**config.mk**
```make
export PLATFORM = sky130hd
export DESIGN_NAME = pcie_link_training_controller
export DESIGN_NICKNAME = d
export VERILOG_FILES = /design/src/sv/pcie_lt_pkg.sv /design/src/sv/pcie_link_training_controller.sv
export SDC_FILE = /design/constraint.sdc
export NUM_CORES = 1
export LEC_CHECK = 0
export BUFFER_PORTS_ARGS = -buffer_cell sky130_fd_sc_hd__buf_2
export CORE_MARGIN = 2
export CORE_UTILIZATION = 36
export DETAILED_ROUTE_END_ITERATION = 10
export GPL_ROUTABILITY_DRIVEN = 0
export SETUP_SLACK_MARGIN = 0.3
export SLEW_MARGIN = 20
export SYNTH_ARGS = -nofsm -noshare
export SYNTH_HDL_FRONTEND = slang
export SYNTH_SLANG_ARGS = --single-unit
```
**constraint.sdc**
```tcl
create_clock -name clock -period 9.3 [get_ports clock]
set_clock_uncertainty 0.1 [all_clocks]
set_input_delay 1.86 -clock clock [delete_from_list [all_inputs] [get_ports clock]]
set_output_delay 1.86 -clock clock [all_outputs]
set_load 0.02 [all_outputs]
```
**src/sv/pcie_lt_pkg.sv**
```systemverilog
`default_nettype none
package pcie_lt_pkg;

   localparam int COUNT_WIDTH = 16;
   localparam int CNT_OUT_WIDTH = 16;

   // event kinds
   localparam logic [4:0] EV_TRAIN   = 5'd0;
   localparam logic [4:0] EV_LINKSET = 5'd1;
   localparam logic [4:0] EV_SETRATE = 5'd2;
   localparam logic [4:0] EV_SWITCH  = 5'd3;
   localparam logic [4:0] EV_L0S     = 5'd4;
   localparam logic [4:0] EV_L1      = 5'd5;
   localparam logic [4:0] EV_L2      = 5'd6;
   localparam logic [4:0] EV_EXITLP  = 5'd7;
   localparam logic [4:0] EV_EQSTART = 5'd8;
   localparam logic [4:0] EV_PRESET  = 5'd9;
   localparam logic [4:0] EV_TS1     = 5'd10;
   localparam logic [4:0] EV_TS2     = 5'd11;
   localparam logic [4:0] EV_EQADV   = 5'd12;
   localparam logic [4:0] EV_PRSNT   = 5'd13;
   localparam logic [4:0] EV_MRL     = 5'd14;
   localparam logic [4:0] EV_PWRGOOD = 5'd15;
   localparam logic [4:0] EV_REFCLK  = 5'd16;
   localparam logic [4:0] EV_PERST   = 5'd17;
   localparam logic [4:0] EV_TICK    = 5'd18;

   // link states
   localparam logic [2:0] ST_DETECT   = 3'd0;
   localparam logic [2:0] ST_L0       = 3'd1;
   localparam logic [2:0] ST_RECOVERY = 3'd2;
   localparam logic [2:0] ST_L0S      = 3'd3;
   localparam logic [2:0] ST_L1       = 3'd4;
   localparam logic [2:0] ST_L2       = 3'd5;

   // equalization stages
   localparam logic [2:0] EQ_IDLE = 3'd0;
   localparam logic [2:0] EQ_TS1  = 3'd1;
   localparam logic [2:0] EQ_TS2  = 3'd2;
   localparam logic [2:0] EQ_PH2  = 3'd3;
   localparam logic [2:0] EQ_PH3  = 3'd4;
   localparam logic [2:0] EQ_DONE = 3'd5;

   localparam logic [3:0] MAX_PRESET = 4'd7;

   typedef struct packed {
      logic [6:0] pad;
      logic       switch_ready;
      logic [3:0] preset_value;
      logic [2:0] rate_code;
      logic       level;
   } req_word_type;

   typedef struct packed {
      logic [5:0]               pad;
      logic                     switch_complete;
      logic                     switch_request;
      logic [CNT_OUT_WIDTH-1:0] insertions;
      logic [CNT_OUT_WIDTH-1:0] removals;
      logic                     switch_pending;
      logic [2:0]               rate_now;
      logic [2:0]               eq_preset_now;
      logic [2:0]               eq_stage;
      logic                     eq_active;
      logic                     is_initialized;
      logic                     link_is_up;
      logic [2:0]               link_state;
   } rsp_word_type;

endpackage
`default_nettype wire

```
**src/sv/pcie_link_training_controller.sv**
```systemverilog
// Simplified PCIe link state controller. Each event word on the req_ channel
// (kind in tuser) updates the link, equalization, rate-switch and hot-plug
// state and produces exactly one status word on the rsp_ channel, registered
// and valid in the cycle after the event is taken. A new event is taken every
// cycle while the output is empty or being drained, so throughput is one word
// per clock. csr_wdata sets link_layer_present: when 1 a rate switch waits for
// a tick with switch_ready, when 0 it completes at once. Write the CSR only
// while no event is outstanding.
`default_nettype none
module pcie_link_training_controller (
   input  wire logic                      clock,
   input  wire logic                      reset,
   input  wire logic                      req_tvalid,
   output logic                           req_tready,
   // level, rate_code[3:1], preset_value[7:4], switch_ready[8], zero pad
   input  wire logic [15:0]               req_tdata,
   // kind
   input  wire logic [4:0]                req_tuser,
   output logic                           rsp_tvalid,
   input  wire logic                      rsp_tready,
   // link_state, link_is_up, is_initialized, eq_active, eq_stage, eq_preset_now,
   // rate_now, switch_pending, removals, insertions, switch_request,
   // switch_complete, zero pad
   output logic [55:0]                    rsp_tdata,
   input  wire logic                      csr_we,
   input  wire logic                      csr_wdata
);
   import pcie_lt_pkg::*;

   req_word_type req_word;
   rsp_word_type rsp_in, rsp_ff;
   logic rsp_valid_ff, rsp_valid_in;
   logic accept;

   logic llp_ff;
   logic [2:0] state_ff, state_in;
   logic up_ff, up_in, init_ff, init_in, eq_ff, eq_in;
   logic [2:0] phase_ff, phase_in, preset_ff, preset_in, rate_ff, rate_in;
   logic sw_ff, sw_in;
   logic [2:0] target_ff, target_in;
   logic prsnt_ff, prsnt_in, mrl_ff, mrl_in, pwr_ff, pwr_in, ref_ff, ref_in;
   logic perst_ff, perst_in;
   logic [COUNT_WIDTH-1:0] rem_ff, rem_in, ins_ff, ins_in;
   logic sw_req, sw_done;

   assign req_word   = req_word_type'(req_tdata);
   assign req_tready = !rsp_valid_ff || rsp_tready;
   assign accept     = req_tvalid && req_tready;
   assign rsp_tvalid = rsp_valid_ff;
   assign rsp_tdata  = rsp_ff;
   assign rsp_valid_in = accept || (rsp_valid_ff && !rsp_tready);

   always_comb begin
      state_in  = state_ff;
      up_in     = up_ff;
      init_in   = init_ff;
      eq_in     = eq_ff;
      phase_in  = phase_ff;
      preset_in = preset_ff;
      rate_in   = rate_ff;
      sw_in     = sw_ff;
      target_in = target_ff;
      prsnt_in  = prsnt_ff;
      mrl_in    = mrl_ff;
      pwr_in    = pwr_ff;
      ref_in    = ref_ff;
      perst_in  = perst_ff;
      rem_in    = rem_ff;
      ins_in    = ins_ff;
      sw_req    = 1'b0;
      sw_done   = 1'b0;
      case (req_tuser)
         EV_TRAIN: begin
            state_in = ST_L0;
            up_in    = 1'b1;
            init_in  = 1'b1;
         end
         EV_LINKSET: begin
            up_in   = req_word.level;
            init_in = 1'b1;
            if (!req_word.level) begin
               state_in = ST_DETECT;
               eq_in    = 1'b0;
               phase_in = EQ_IDLE;
            end
         end
         EV_SETRATE: rate_in = req_word.rate_code;
         EV_SWITCH: begin
            if (req_word.rate_code != rate_ff) begin
               target_in = req_word.rate_code;
               if (llp_ff) begin
                  sw_in    = 1'b1;
                  state_in = ST_RECOVERY;
                  up_in    = 1'b0;
                  sw_req   = 1'b1;
               end else begin
                  sw_in    = 1'b0;
                  state_in = ST_L0;
                  rate_in  = req_word.rate_code;
                  up_in    = 1'b1;
               end
            end
         end
         EV_L0S: begin
            state_in = ST_L0S;
            up_in    = 1'b0;
         end
         EV_L1: begin
            state_in = ST_L1;
            up_in    = 1'b0;
         end
         EV_L2: begin
            state_in = ST_L2;
            up_in    = 1'b0;
         end
         EV_EXITLP: begin
            if (state_ff inside {ST_L0S, ST_L1}) begin
               state_in = ST_L0;
               up_in    = 1'b1;
            end
         end
         EV_EQSTART: begin
            eq_in     = 1'b1;
            phase_in  = EQ_TS1;
            preset_in = '0;
         end
         EV_PRESET: begin
            if (req_word.preset_value <= MAX_PRESET) begin
               preset_in = req_word.preset_value[2:0];
            end
         end
         EV_TS1: begin
            if (phase_ff == EQ_IDLE) begin
               phase_in = EQ_TS1;
            end
            eq_in = 1'b1;
         end
         EV_TS2: begin
            if (phase_ff != EQ_DONE) begin
               phase_in = EQ_TS2;
            end
         end
         EV_EQADV: begin
            if (phase_ff inside {[EQ_TS1:EQ_PH2]}) begin
               phase_in = phase_ff + 3'd1;
            end else if (phase_ff == EQ_PH3) begin
               phase_in = EQ_DONE;
               eq_in    = 1'b0;
            end
         end
         EV_PRSNT: begin
            if (prsnt_ff && !req_word.level) begin
               // surprise removal
               rem_in   = rem_ff + COUNT_WIDTH'(1);
               state_in = ST_DETECT;
               up_in    = 1'b0;
               eq_in    = 1'b0;
               phase_in = EQ_IDLE;
            end else if (!prsnt_ff && req_word.level) begin
               ins_in = ins_ff + COUNT_WIDTH'(1);
            end
            prsnt_in = req_word.level;
         end
         EV_MRL:     mrl_in = req_word.level;
         EV_PWRGOOD: pwr_in = req_word.level;
         EV_REFCLK:  ref_in = req_word.level;
         EV_PERST: begin
            perst_in = req_word.level;
            if (req_word.level) begin
               state_in = ST_DETECT;
               up_in    = 1'b0;
               eq_in    = 1'b0;
               phase_in = EQ_IDLE;
            end else if (prsnt_ff && mrl_ff && pwr_ff && ref_ff) begin
               state_in = ST_L0;
               up_in    = 1'b1;
            end
         end
         EV_TICK: begin
            if (sw_ff && (req_word.switch_ready || !llp_ff)) begin
               sw_in    = 1'b0;
               rate_in  = target_ff;
               state_in = ST_L0;
               up_in    = 1'b1;
               sw_done  = llp_ff;
            end
         end
         default: ;
      endcase

      rsp_in                 = '0;
      rsp_in.link_state      = state_in;
      rsp_in.link_is_up      = up_in;
      rsp_in.is_initialized  = init_in;
      rsp_in.eq_active       = eq_in;
      rsp_in.eq_stage        = phase_in;
      rsp_in.eq_preset_now   = preset_in;
      rsp_in.rate_now        = rate_in;
      rsp_in.switch_pending  = sw_in;
      rsp_in.removals        = CNT_OUT_WIDTH'(rem_in);
      rsp_in.insertions      = CNT_OUT_WIDTH'(ins_in);
      rsp_in.switch_request  = sw_req;
      rsp_in.switch_complete = sw_done;
   end

   always_ff @(posedge clock) begin
      if (reset) begin
         llp_ff       <= 1'b1;
         rsp_valid_ff <= 1'b0;
         state_ff     <= ST_DETECT;
         up_ff        <= 1'b0;
         init_ff      <= 1'b0;
         eq_ff        <= 1'b0;
         phase_ff     <= EQ_IDLE;
         preset_ff    <= '0;
         rate_ff      <= '0;
         sw_ff        <= 1'b0;
         target_ff    <= '0;
         prsnt_ff     <= 1'b0;
         mrl_ff       <= 1'b0;
         pwr_ff       <= 1'b0;
         ref_ff       <= 1'b0;
         perst_ff     <= 1'b0;
         rem_ff       <= '0;
         ins_ff       <= '0;
      end else begin
         rsp_valid_ff <= rsp_valid_in;
         if (csr_we) begin
            llp_ff <= csr_wdata;
         end
         if (accept) begin
            state_ff  <= state_in;
            up_ff     <= up_in;
            init_ff   <= init_in;
            eq_ff     <= eq_in;
            phase_ff  <= phase_in;
            preset_ff <= preset_in;
            rate_ff   <= rate_in;
            sw_ff     <= sw_in;
            target_ff <= target_in;
            prsnt_ff  <= prsnt_in;
            mrl_ff    <= mrl_in;
            pwr_ff    <= pwr_in;
            ref_ff    <= ref_in;
            perst_ff  <= perst_in;
            rem_ff    <= rem_in;
            ins_ff    <= ins_in;
         end
      end
   end

   always_ff @(posedge clock) begin
      if (accept) begin
         rsp_ff <= rsp_in;
      end
   end

endmodule
`default_nettype wire

```
==> reports/qor.csv, run 1 <==
stage,metric,value,unit
worst_setup_path,crit_path_max_fanout,3,
run_status,status,finished clean,
route,vias,4201,
route,via_per_inst,5.161,
global_route,grt_max_degree,56,
placed_design,dp_hpwl,8051,um
synthesis,avgSynthCellArea,9.423,um2
global_route,grt_pass1_vias,3972,
synthesis,synth_edf_count,50,
die,ios,85,
finish,layoutNonFillerInstCount,814,
cts,clock-sinks,107,
placed_design,port_buffers,71,
power_and_ir_drop,ir_drop,0.08075,mV
cts,hold_buffers,0,
sta,hold_viol,0,
die,die_y,126.6,um
sta,maxSlewHeadroom,50.05,%
worst_setup_path,cp-start-kind,input pin,
power_and_ir_drop,leakagePower,2.396,nW
power_and_ir_drop,power_density,167.8,nW/um2
synthesis,synth_ff_type,dfxtp_1,
global_route,grt-ovfl-total,0,
synthesis,ys_warn_count,0,
die,rows,44,
synthesis,synthTopCellsByCount,"nor2_1, nand2_1, dfxtp_1, edfxtp_1, xnor2_1",
cts,clk_pin_slew,0.07,ns
synthesis,synth_largest_area_cell,edfxtp_1,
cts,cts_resized,0,
finish,multi_input_area,2555,um2
synthesis,ys_ff_latch,107,
flow_run,maxCapViolations,0,
synthesis,netlist_instances,574,
finish,diodes,0,
synthesis,yosysSeqAreaShare,48.85,%
synthesis,synth_area,5409,um2
worst_setup_path,slowest_stage,buf_2,
sta,grt_setup_unrepaired,no,
finish,postLayoutCellArea,6183,um2
finish,fillCellCount,1393,
cts,post_cts_buffers,0,
worst_setup_path,critPathMaxStageDelay,0.17,ns
synthesis,synth_most_common_cell,nor2_1,
synthesis,synth_top_area_share,27.76,%
cts,cts_buffer_depth,2,
route,drt_iter0_drc,438,
synthesis,synth_cell_type_count,65,
sta,min_period,4.235,ns
sta,fmax,236.1,MHz
placed_design,placedCellCount,798,
cts,cts_tree,done,
die,initial_core_util,37.08,%
cts,numCtsBuffers,9,
global_route,grt_usage,14.85,%
min_path,hold_path.class,flop to flop,
finish,synthToLayoutAreaGrowth,14.32,%
cts,htreeDepth,3,
synthesis,synth_area_leaders,"edfxtp_1, dfxtp_1, xnor2_1, nor2_1, nand2_1",
synthesis,async_reset_ff_share,0,%
sta,setup-violations-final,0,
worst_setup_path,critPathArrivalTime,2.28,ns
die,dieArea,16020,um2
cts,clkLatencyLatePin,0.35,ns
sta,fin_crit_sh,45.54,%
route,drtAntennaViolNets,0,
worst_setup_path,worstSetupPathType,input pin to primary output,
sta,worst_slew_pin_slew,0.7482,ns
route,drt_wl_total,11860,um
finish,register_area,2643,um2
worst_setup_path,crit_path_end_kind,primary output,
cts,root_buffer,clkbuf_16,
finish,nNetsFinal,658,
global_route,antenna_found_initial,0,
worst_setup_path,crit_chain,buf_2 -> nand2b_1 -> buf_2,
global_route,grt_pass1_wl,19380,um
worst_setup_path,crit_top_cell,buf_2,
finish,drive_gt1_share,15.24,%
die,die_w,126.6,um
route,dr.pass1.iters,4,
worst_setup_path,worstPathRequired,7.34,ns
route,drc,0,
sta,tns,0,ns
placed_design,dpl_cell_area,5858,um2
route,wl_per_cell,14.57,um
die,core_area,14590,um2
sta,final_max_slew_viol_count,0,
==> registers in the layout (all words and copies together) (netlist names) <==
register    flops
sw_ff           1
pwr_ff          1
rsp_tdata      50
rate_ff         3
rsp_tvalid      1
phase_ff        3
eq_ff           1
init_ff         1
up_ff           1
target_ff       3
ins_ff         16
mrl_ff          1
llp_ff          1
prsnt_ff        1
ref_ff          1
preset_ff       3
state_ff        3
rem_ff         16
==> routing by layer <==
layer  part of all wire (%)  routed length, um  vias up  global-route usage [%]
met5                      0                  0        -                       0
met4                    1.6                185        0                   5.818
met3                    4.3                508       13                   2.615
met2                     46               5469       93                   23.69
met1                     48               5699     1970                   20.12
li1                       -                  -     2125                       -
==> worst paths after layout <==
path / start / end / slack (ns) / depth (start not counted)
worst max-delay path: rsp_tready / req_tready / 5.06 / 3
worst min-delay path: preset_ff[0]$_SDFFE_PP0P_ / preset_ff[0]$_SDFFE_PP0P_ / 0.37 / 2
worst max register to register: rsp_tvalid$_SDFF_PP0_ / ins_ff[14]$_SDFFE_PP0P_ / 6.58 / 9
worst min register to register: preset_ff[0]$_SDFFE_PP0P_ / preset_ff[0]$_SDFFE_PP0P_ / 0.37 / 2
==> critical path, delay by kind of cell <==
kind | cells | cell delay [ns]
buf+inv | 2 | 0.26
simple gates | 1 | 0.15
==> cells by family after synthesis <==
family / count (synthesis) / share of synthesized area (%)
other: 1 / 0.06933
flip-flops: 107 / 48.85
AO/OA/AOI/OAI: 92 / 11.40
multiplexers: 10 / 1.897
AND/OR/NAND/NOR: 245 / 22.41
buffers and inverters: 53 / 4.256
adder cells (fa/ha/maj): 6 / 1.388
XOR/XNOR: 60 / 9.715
==> cell usage in the layout, fill, tap and decap left out, types with 9 or more instances in the layout <==
cell type  count
o21ai_0       19
clkbuf_16      9
nor3_1        23
dfxtp_1       57
buf_2         71
nor2_1        70
edfxtp_1      50
xor2_1        25
nand4_1       12
xnor2_1       35
nor2b_1       10
or3_1          9
inv_1         13
nand2_1       59
nand3_1       21
a21oi_1       25
==> area by class of cell <==
cell class / instances / share of cell area [%]
Multi-Input combinational cell: 419 / 41.32
Tap cell: 184 / 3.723
Inverter: 14 / 0.8499
Clock inverter: 7 / 1.619
Clock buffer: 9 / 3.642
Sequential cell: 107 / 42.74
Timing Repair Buffer: 74 / 6.111
==> through the flow <==
| step | hold WS (ns) | setup slack [ns] | utilization, % | power, mW |
|---|---|---|---|---|
| finish | 0.3698 | 5.065 | 42.38 | 1.037 |
| global route | 0.3991 | 5.027 | 42.38 | 1.078 |
| CTS | 0.3721 | 5.064 | 42.38 | 1.049 |
| detailed placement | 0.3621 | 4.842 | 40.15 | 0.6286 |
| global placement | 0.3424 | 4.904 | 40.15 | 0.6268 |
| floorplan | 0.3360 | 4.822 | - | 0.5989 |
==> where the power goes <==
part           switching [mW]  total [mW]  internal [mW]
registers             0.00795       0.517          0.509
logic                  0.0696      0.0998         0.0303
clock network           0.182       0.420          0.239
total                   0.259        1.04          0.778
No activity file was read; power rests on OpenSTA's default activity.
==> inputs of run 2 (changes only) <==
--- a/config.mk
+++ b/config.mk
@@ -5,6 +5,7 @@
 export SDC_FILE = /design/constraint.sdc
 export NUM_CORES = 1
 export LEC_CHECK = 0
+export ABC_AREA = 1
 export BUFFER_PORTS_ARGS = -buffer_cell sky130_fd_sc_hd__buf_2
 export CORE_MARGIN = 2
 export CORE_UTILIZATION = 36
==> constraint.sdc (replaced) <==
create_clock -name clock -period 4.42 [get_ports clock]
set_clock_uncertainty 0.1 [all_clocks]
set_input_delay 0.884 -clock clock [delete_from_list [all_inputs] [get_ports clock]]
set_output_delay 0.884 -clock clock [all_outputs]
set_load 0.02 [all_outputs]
==> reports/qor.csv, run 2 <==
stage,metric,value,unit
synthesis,synth_edf_count,50,
synthesis,synthMuxAreaShare,0.5840,%
synthesis,synth_most_common_cell,nand2_1,
sta,fin_crit_sh,52.08,%
synthesis,netlist_instances,760,
cts,clock-sinks,107,
sta,final_max_slew_viol_count,0,
worst_setup_path,worstSetupPathType,input pin to flop,
synthesis,ys_ff_latch,107,
run_status,status,finished clean,
sta,tns,0,ns
min_path,hold_path.class,flop to flop,
worst_setup_path,cp-start-kind,input pin,
sta,fmax,434.4,MHz
sta,setup-violations-final,0,
worst_setup_path,worstPathRequired,4.43,ns
synthesis,ys_warn_count,0,
die,die_y,130.8,um
cts,cts_resized,0,
synthesis,async_reset_ff_share,0,%
placed_design,dp_hpwl,8972,um
sta,hold_viol,0,
finish,drive_gt1_share,13.54,%
worst_setup_path,critPathArrivalTime,2.31,ns
route,dr.pass1.iters,7,
finish,postLayoutCellArea,6598,um2
sta,worst_slew_pin_slew,0.6230,ns
global_route,grt_pass1_vias,4151,
flow_run,maxCapViolations,0,
worst_setup_path,cp-startpoint,req_tdata[0],
placed_design,dpl_cell_area,6312,um2
cts,post_cts_buffers,0,
die,die_w,130.8,um
power_and_ir_drop,ir_drop,0.1717,mV
synthesis,synth_compound_area_share,11.94,%
power_and_ir_drop,power_density,346.2,nW/um2
synthesis,synth_largest_area_cell,edfxtp_1,
placed_design,port_buffers,71,
power_and_ir_drop,leakagePower,3.252,nW
synthesis,synth_ff_type,dfxtp_1,
global_route,antenna_found_initial,0,
die,dieArea,17100,um2
global_route,grt_usage,15.29,%
finish,layout_common_cells,"nand2_1, inv_1, buf_2",
die,core_area,15770,um2
cts,numCtsBuffers,9,
cts,cts_tree,done,
route,drt_wl_total,12770,um
global_route,grt_pass1_wl,20520,um
worst_setup_path,crit_path_end_kind,flop,
finish,diodes,0,
cts,htreeDepth,3,
worst_setup_path,reg2reg_from,phase_ff[0]$_SDFFE_PP0P_,
route,drt_iter0_drc,426,
sta,maxSlewHeadroom,58.42,%
die,rows,46,
power_and_ir_drop,total_power,2.284,mW
synthesis,synth_cell_type_count,37,
finish,largest_register_ffs,50,
synthesis,synthAdderAreaFrac,1.298,%
synthesis,synth_top_family_by_area,simple AND/OR/NAND/NOR gates,
synthesis,synth_top_area_share,25.96,%
cts,hold_buffers,0,
route,wl_per_cell,12.24,um
cts,clk_pin_slew,0.07,ns
finish,synthToLayoutAreaGrowth,14.06,%
synthesis,synth_area_leaders,"edfxtp_1, dfxtp_1, nand2_1, inv_1, nand3_1",
finish,nNetsFinal,855,
synthesis,synthTopCellsByCount,"nand2_1, inv_1, nor2_1, nand3_1, o21ai_0",
global_route,grt-ovfl-total,0,
sta,grt_setup_unrepaired,no,
cts,root_buffer,clkbuf_16,
synthesis,yosysSeqAreaShare,45.68,%
min_path,holdCritStartpoint,mrl_ff$_SDFFE_PP0P_,
route,drc,0,
cts,clkLatencyLatePin,0.36,ns
synthesis,synth_xor_area_share,3.483,%
sta,min_period,2.302,ns
cts,cts_buffer_depth,2,
global_route,grt_max_degree,57,
die,ios,85,
route,drtAntennaViolNets,0,
die,initial_core_util,36.68,%
worst_setup_path,crit_path_max_fanout,9,
route,vias,4857,
finish,layout_commonest_cell,nand2_1,
synthesis,synth_area,5784,um2
synthesis,avgSynthCellArea,7.611,um2
route,via_per_inst,4.657,
synthesis,synth-simple-area-share,25.63,%
==> run 2: cell count changes after synthesis, moves of 10 or more <==
cell	before	now
a21oi_1	25	54
clkbuf_1	28	15
inv_1	13	133
nand2_1	59	146
nand3_1	21	64
nor2b_1	10	0
nor3_1	23	10
o21ai_0	19	63
xnor2_1	35	1
==> run 2: final cells by class <==
| type | instances | area [um2] |
|---|---|---|
| clock buffer | 10 | 229.0 |
| clock inverter | 6 | 56.30 |
| fill | 1636 | 9173 |
| inverter | 135 | 508.0 |
| multi-input combinational | 494 | 2506 |
| sequential | 107 | 2643 |
| tap | 216 | 270.3 |
| timing repair buffer | 75 | 385.4 |
==> run 2: critical path: stages <==
cell and delay (ns):
buf_2 0.17, nor2_4 0.22, inv_1 0.16, nand3_1 0.23, nand2_1 0.12, o21ai_0 0.19
nand3_1 0.10, nor2_1 0.17, inv_1 0.07
==> run 2: worst paths after layout <==
check | depth (start not counted) | slack [ns] | to
max reg2reg | 9 | 2.42 | rsp_tdata[7]$_DFFE_PP_
max | 9 | 2.12 | rsp_tdata[7]$_DFFE_PP_
min reg2reg | 2 | 0.35 | mrl_ff$_SDFFE_PP0P_
min | 2 | 0.35 | mrl_ff$_SDFFE_PP0P_
==> run 2: logic make-up after synthesis <==
family,count (synthesis)
AOI/OAI and AO/OA,133
DFF,107
muxes,3
buffers and inverters,164
xor gates and xnor gates,23
and+or+nand+nor,323
other,1
adders and majority gates,6
==> run 2: where the power goes <==
group	internal, mW	switching [mW]	leakage [nW]
Sequential	1.12	0.0442	0.973
Clock	0.435	0.361	0.141
Combinational	0.101	0.228	2.14
Total	1.65	0.632	3.25
==> run 2: metrics by stage <==
step / utilization [%] / cells / hold slack, ns / setup WS [ns]
floorplan: - / 765 / 0.3239 / 0.8294
global placement: 40.03 / 1027 / 0.3343 / 1.761
detailed placement: 40.03 / 1027 / 0.3403 / 1.784
CTS: 41.84 / 1043 / 0.3521 / 2.153
global route: 41.84 / 1043 / 0.3860 / 1.877
finish: 41.84 / 1043 / 0.3504 / 2.118
==> run 2: metal layers <==
layer	share of wire [%]	up-vias	track usage, %	wire, um
met3	5.4	17	3.054	691
li1	-	2561	-	-
met4	1.9	0	6.320	238
met1	49	2156	21.50	6291
met2	43	123	23.07	5545
met5	0	-	0	0
==> inputs of run 3 (changes only) <==
==> constraint.sdc (replaced) <==
create_clock -name clock -period 2.1 [get_ports clock]
set_clock_uncertainty 0.1 [all_clocks]
set_input_delay 0.42 -clock clock [delete_from_list [all_inputs] [get_ports clock]]
set_output_delay 0.42 -clock clock [all_outputs]
set_load 0.02 [all_outputs]
==> reports/qor.csv, run 3 (synthesis results as in run 2) <==
stage,metric,value,unit
die,dieArea,17100,um2
route,vias,5018,
cts,hold_buffers,0,
placed_design,port_buffers,71,
global_route,grt_pass1_wl,21500,um
sta,fmax,594.3,MHz
sta,hold_slack,0.1583,ns
finish,nNetsFinal,885,
worst_setup_path,critPathMaxStageDelay,0.35,ns
route,drt_wl_total,13360,um
power_and_ir_drop,ir_drop,0.3934,mV
placed_design,dpl_cell_area,6555,um2
sta,hold_viol,0,
die,initial_core_util,36.68,%
power_and_ir_drop,power_density,725.0,nW/um2
cts,numCtsBuffers,9,
cts,cts_tree,done,
finish,layout_commonest_cell,nand2_1,
global_route,grt-ovfl-total,0,
worst_setup_path,critPathArrivalTime,1.70,ns
route,drtAntennaViolNets,0,
power_and_ir_drop,pwr-share-seq,47.9,%
sta,final_max_slew_viol_count,0,
placed_design,dp_hpwl,9613,um
die,die_w,130.8,um
cts,root_buffer,clkbuf_16,
worst_setup_path,cp_num_buf_inv,1,
die,ios,85,
finish,multi_input_area,2619,um2
sta,worst_slack,0.4172,ns
finish,layout_common_cells,"nand2_1, inv_1, buf_2",
finish,drive_gt1_share,20.77,%
worst_setup_path,reg2reg_from,rem_ff[1]$_SDFFE_PP0P_,
worst_setup_path,rr_worst_depth,8,
cts,htreeDepth,3,
worst_setup_path,slowest_stage,dfxtp_2,
finish,postLayoutCellArea,7023,um2
sta,fin_crit_sh,80.13,%
finish,register_area,2656,um2
route,drt_iter0_drc,412,
route,wl_per_cell,12.45,um
worst_setup_path,reg2reg_to,rsp_tdata[28]$_DFFE_PP_,
placed_design,placedCellCount,1055,
power_and_ir_drop,clkPwrFrac,36.9,%
route,via_per_inst,4.677,
global_route,grt_usage,16.12,%
worst_setup_path,crit_chain,ha_2 -> nand3_2 -> nor2_4 -> nand3_2 -> nor2_4 -> nand3_1 -> xor2_2 -> inv_1,
power_and_ir_drop,leakagePower,3.440,nW
min_path,holdCritStartpoint,csr_we,
worst_setup_path,worstPathRequired,2.11,ns
die,rows,46,
finish,fillCellCount,1602,
sta,min_period,1.683,ns
finish,final_core_util,44.53,%
sta,grt_setup_unrepaired,yes,
finish,layoutNonFillerInstCount,1073,
worst_setup_path,crit_family,simple AND/OR/NAND/NOR gates,
worst_setup_path,worst-r2r-setup-slack,0.42,ns
finish,diodes,0,
worst_setup_path,cp-start-kind,flop,
cts,clkLatencyLatePin,0.36,ns
sta,tns,0,ns
run_status,status,finished clean,
cts,cts_buffer_depth,2,
cts,clk_pin_slew,0.07,ns
die,die_y,130.8,um
worst_setup_path,crit_path_end_kind,flop,
sta,worst_slew_pin_slew,0.5528,ns
min_path,hold_path_depth,2,
die,core_area,15770,um2
sta,setup-violations-final,0,
flow_run,maxCapViolations,0,
cts,clock-sinks,107,
worst_setup_path,crit_path_max_fanout,3,
power_and_ir_drop,intPower,3.721,mW
power_and_ir_drop,swShare,26.93,%
power_and_ir_drop,p_sw,1.371,mW
worst_setup_path,worstSetupPathType,flop to flop,
route,dr.pass1.iters,4,
power_and_ir_drop,total_power,5.092,mW
global_route,grt_pass1_vias,4495,
finish,largest_register_ffs,50,
global_route,grt_max_degree,57,
min_path,hold_path.class,input pin to flop,
global_route,antenna_found_initial,0,
route,drc,0,
power_and_ir_drop,p_comb_share,15.1,%
placed_design,pre_cts_ws,0.06229,ns
finish,synthToLayoutAreaGrowth,21.41,%
min_path,min_to,llp_ff$_SDFFE_PP1P_,
sta,maxSlewHeadroom,63.15,%
run 3: layout make-up:
type,instances,share of cell area (%)
clock buffer,12,3.652
sequential,107,37.82
clock inverter,4,1.051
tap,216,3.848
multi-input combinational,494,37.29
inverter,135,7.233
timing repair buffer,105,9.104
run 3: worst max path at each step:
stage	from	to	slack, ns	cells past startpoint
floorplan	req_tuser[1]	rsp_tdata[43]$_DFFE_PP_	0.32	11
global placement	req_tuser[0]	rsp_tdata[28]$_DFFE_PP_	0.09	10
detailed placement	req_tuser[0]	rsp_tdata[28]$_DFFE_PP_	0.06	10
CTS	phase_ff[0]$_SDFFE_PP0P_	rsp_tdata[7]$_DFFE_PP_	0.31	10
global route	phase_ff[1]$_SDFFE_PP0P_	rsp_tdata[7]$_DFFE_PP_	0.27	10
finish	rem_ff[1]$_SDFFE_PP0P_	rsp_tdata[28]$_DFFE_PP_	0.42	8
run 3: power by group through the flow:
stage | combinational (mW) | sequential [mW] | clock (mW)
after floorplan | 0.427 | 2.56 | 0
after global placement | 0.734 | 2.48 | 0
after detailed placement | 0.743 | 2.48 | 0
after CTS | 0.749 | 2.44 | 1.93
after global routing | 0.864 | 2.46 | 2.01
final | 0.771 | 2.44 | 1.88
run 3: layer usage:
layer,up-vias,global-route usage [%],wire length [um]
li1,2634,-,-
met1,2282,22.27,6617
met2,85,24.69,5953
met3,17,2.932,505
met4,0,7.322,286
met5,-,0,0
run 3: timing repair:
| item | 4_1_cts | 5_1_grt |
|---|---|---|
| endpoints found under the hold margin | 0 | 0 |
| pin swaps | 0 | 9 |
| buffers inserted | 0 | 2 |
| setup endpoints to repair | 6 | 21 |
| resized for setup | 4 | 35 |
run 3: worst register-to-register path: stages, from the launching register on:
cell and delay (ns):
dfxtp_2 0.35, ha_2 0.19, nand3_2 0.11, nor2_4 0.14, nand3_2 0.08, nor2_4 0.14, nand3_1 0.11, xor2_2 0.16
inv_1 0.06
